<file path="src/design/kest_ram.sv">
// Generic single-port-write, single-port-read RAM with registered read.
`default_nettype none

module kest_ram #(
    parameter int WIDTH = 8,
    parameter int DEPTH = 16
) (
    input  wire                              aclk,
    input  wire                              wr_en,
    input  wire [$clog2(DEPTH)-1:0]          wr_addr,
    input  wire [WIDTH-1:0]                  wr_data,
    input  wire                              rd_en,
    input  wire [$clog2(DEPTH)-1:0]          rd_addr,
    output logic [WIDTH-1:0]                 rd_data
);

    logic [WIDTH-1:0] mem [DEPTH];

    // Write port
    always_ff @(posedge aclk) begin
        if (wr_en) begin
            mem[wr_addr] <= wr_data;
        end
    end

    // Registered read port, holds when not enabled
    always_ff @(posedge aclk) begin
        if (rd_en) begin
            rd_data <= mem[rd_addr];
        end
    end

endmodule

`default_nettype wire

</file>
<file path="config.mk">
export PLATFORM = sky130hd
export DESIGN_NAME = kest_ram
export DESIGN_NICKNAME = d
export VERILOG_FILES = /design/src/design/kest_ram.sv
export SDC_FILE = /design/constraint.sdc
export NUM_CORES = 1
export LEC_CHECK = 0
export ABC_CLOCK_PERIOD_IN_PS = 1800
export BUFFER_PORTS_ARGS = -buffer_cell sky130_fd_sc_hd__buf_2
export CAP_MARGIN = 10
export CORE_MARGIN = 2
export CORE_UTILIZATION = 57
export CTS_BUF_LIST = sky130_fd_sc_hd__clkbuf_4
export CTS_CLUSTER_SIZE = 12
export DETAILED_ROUTE_END_ITERATION = 16
export GPL_TIMING_DRIVEN = 0
export PLACE_DENSITY = 0.78
export SYNTH_ARGS = -nofsm -noshare
export SYNTH_HDL_FRONTEND = slang
export SYNTH_SLANG_ARGS = --single-unit
</file>
<file path="constraint.sdc">
create_clock -name aclk -period 1.8 [get_ports aclk]
set_input_delay 0.09 -clock aclk [delete_from_list [all_inputs] [get_ports aclk]]
set_output_delay 0.09 -clock aclk [all_outputs]
set_load 0.05 [all_outputs]
</file>
==> impl_metrics.yaml <==
floorplanning:
  start_util: 0.594
  dieWidth_um: 99.8
  num_rows: 34
  core-area_um2: 8810
  ios: 27
  design.die.area_um2: 9950
  die_y_um: 99.8
job:
  maxCapViolCount: 0
logic_synthesis:
  synth_area_leaders: "edfxtp_1 (78%), mux4_2 (7.8%), mux4_1 (7.0%), a22oi_1 (2.3%), nor2_1 (0.93%)"
  synth_top_family_by_area: "multiplexers"
  yosys.area_share.adder: 0
  yosysSeqAreaShare: 0.781
  yosys.area_share.xor_xnor: 0
  avgSynthCellArea_um2: 22.8
  synth_cell_types: 18
  synth_mux_area_frac: 0.148
  syn_nets: 248
  synth_top_area_frac: 0.781
  synth_cells: 229
  synthSimpleGateAreaFrac: 0.0314
  yosys_warnings: 0
  synth_compound_area_frac: 0.0230
  synth_area_leader_cell: "edfxtp_1"
  ys_seq_elements: 136
  synth_area_um2: 5230
hold_path:
  hold_path_end: "mem[4][3]"
  min_from: "wr_addr[1]"
  min_path_type: "in -> reg"
  holdPathStages: 2
critical_path:
  worst-setup-path-type: "in -> reg"
  cp-end-kind: "flip-flop"
  cp_max_fo: 8
  arrival_ns: 1.77
  r2r.worst_path.cells: 3
  start_kind: "primary input"
  r2r_end: "rd_data[0]"
  cp.required_ns: 1.91
  r2r_start: "mem[5][0]"
  ff2ff_setup_slack_ns: 0.25
layout:
  fin_area_um2: 5850
  final_core_util: 0.665
  regArea_um2: 4080
  layout-drive-gt1-share: 0.274
  n_fill_cell: 552
  area_growth_pct: 11.9
  fin_nets: 304
  multi_input_area_um2: 1060
grt:
  grt_max_degree: 17
  grt_pass1_vias: 2461
  antenna_found_initial: 1
  grt_overflow: 0
  grt_use_total: 0.204
  grt_pass1_wl_um: 14000
sta:
  worstMarginPinSlew_ns: 1.23
  worst_clock_skew_ns: 0.0134
  fin_crit_sh: 0.921
  slew_headroom: 0.171
  finalHoldViolCount: 0
  setup_viol: 0
  rsz0062_at_grt: "false"
  max_freq_mhz: 603
  hold_ws_ns: 0.0466
  min_period_ns: 1.66
  report.final.slew_viol_count: 0
cts:
  path_clk_slew_ns: 0.09
  cts_resized: 0
  cts_tree: "done"
  cts_max_path_buffers: 2
  clk_latency_ns: 0.49
  cts_made_buffers: 17
  clock_sinks: 136
  htree_levels: 4
  cts-root-buf: "clkbuf_4"
route:
  vias: 2455
  drc: 0
  drtIter0Drc: 314
  routed_wl_um: 9280
  drtAntennaViolNets: 0
  viasPerCell: 6.06
  first_pass_iters: 4
  wl_per_cell_um: 22.9
place:
  port_buffers: 25
  routabilityCongestion: 0.700
  place_area_um2: 5490
  hpwlAfterDp_um: 5920
pwr:
  ir_drop_mv: 0.440
  power.leakage_nw: 1.93
  power_mw: 5.74
  p_per_area_nw_per_um2: 981
status:
  status: "completed"
kinds of logic (layout without fill, tap and decap cells):
logic type      after synthesis  in the layout
simple gates                 35             35
buf+inv                      10             77
flops                       136            136
mux                          32             32
compound gates               16             16
other cells                   0              1
metal layers:
metal	vias to the layer above	global-route usage	share of wire
li1	1100	-	-
met1	1219	0.285	0.39
met2	124	0.319	0.51
met3	12	0.0499	0.081
met4	0	0.0759	0.013
met5	-	0	0
worst max path at each step:
stage / startpoint / to / cells past startpoint
2_1_floorplan: wr_addr[2] / mem[0][0] / 2
3_3_place_gp: wr_addr[2] / mem[0][7] / 3
3_5_place_dp: wr_addr[2] / mem[0][7] / 3
4_1_cts: wr_addr[2] / mem[0][6] / 3
5_1_grt: wr_addr[0] / mem[12][1] / 3
6_report: wr_addr[0] / mem[8][0] / 3
critical path: stages:
cell and delay (ns):
dlygate4sd3_1 0.52, buf_2 0.17, nor3_1 0.98
sequential cells by signal (all words and copies together) (netlist names):
signal / count
rd_data: 8
mem: 128
layout by cell type, fill, tap and decap left out, drive strengths merged:
master / instances
dlygate4sd3: 10
mux4: 32
edfxtp: 136
clkinvlp: 3
nand2: 9
nor2b: 1
and2: 1
buf: 32
nand3b: 2
nor3: 4
clkbuf: 20
bufinv: 2
nand3: 1
a22oi: 16
diode: 1
clkinv: 7
clkdlybuf4s25: 3
nand2b: 2
or3b: 1
and2b: 1
nor2: 13
synth_stat cells, drive strengths merged:
master / instances
mux4: 32
buf: 7
nand2b: 2
clkdlybuf4s25: 3
nand3b: 2
nor2b: 1
edfxtp: 136
and2b: 1
nor2: 13
nand3: 1
nor3: 4
or3b: 1
and2: 1
nand2: 9
a22oi: 16
power breakdown:
group | leakage, nW | internal, mW | switching, mW
registers | 1.24 | 3.56 | 0.0154
clock network | 0.127 | 0.795 | 0.973
logic | 0.569 | 0.152 | 0.244
metrics by stage:
stage          setup slack (ns)  instances  setup TNS, ns
2_1_floorplan             0.217        229              0
3_3_place_gp             -0.315        362          -2.82
3_5_place_dp             -0.369        362          -3.27
4_1_cts                   0.177        401              0
5_1_grt                   0.110        405              0
6_report                  0.142        405              0
final cells by class:
cell class	count	share of cell area
timing repair buffer	37	0.0411
antenna	1	0.000428
clock buffer	18	0.0231
buffer	10	0.0148
clock inverter	12	0.0190
tap	108	0.0231
sequential	136	0.698
multi-input combinational	83	0.181
repair_timing:
item,4_1_cts,5_1_grt
buffers inserted,0,0
endpoints found under the hold margin,136,1
hold buffers,9,1
endpoints found under the setup margin,0,0
Power figures use the tool's default switching activity.
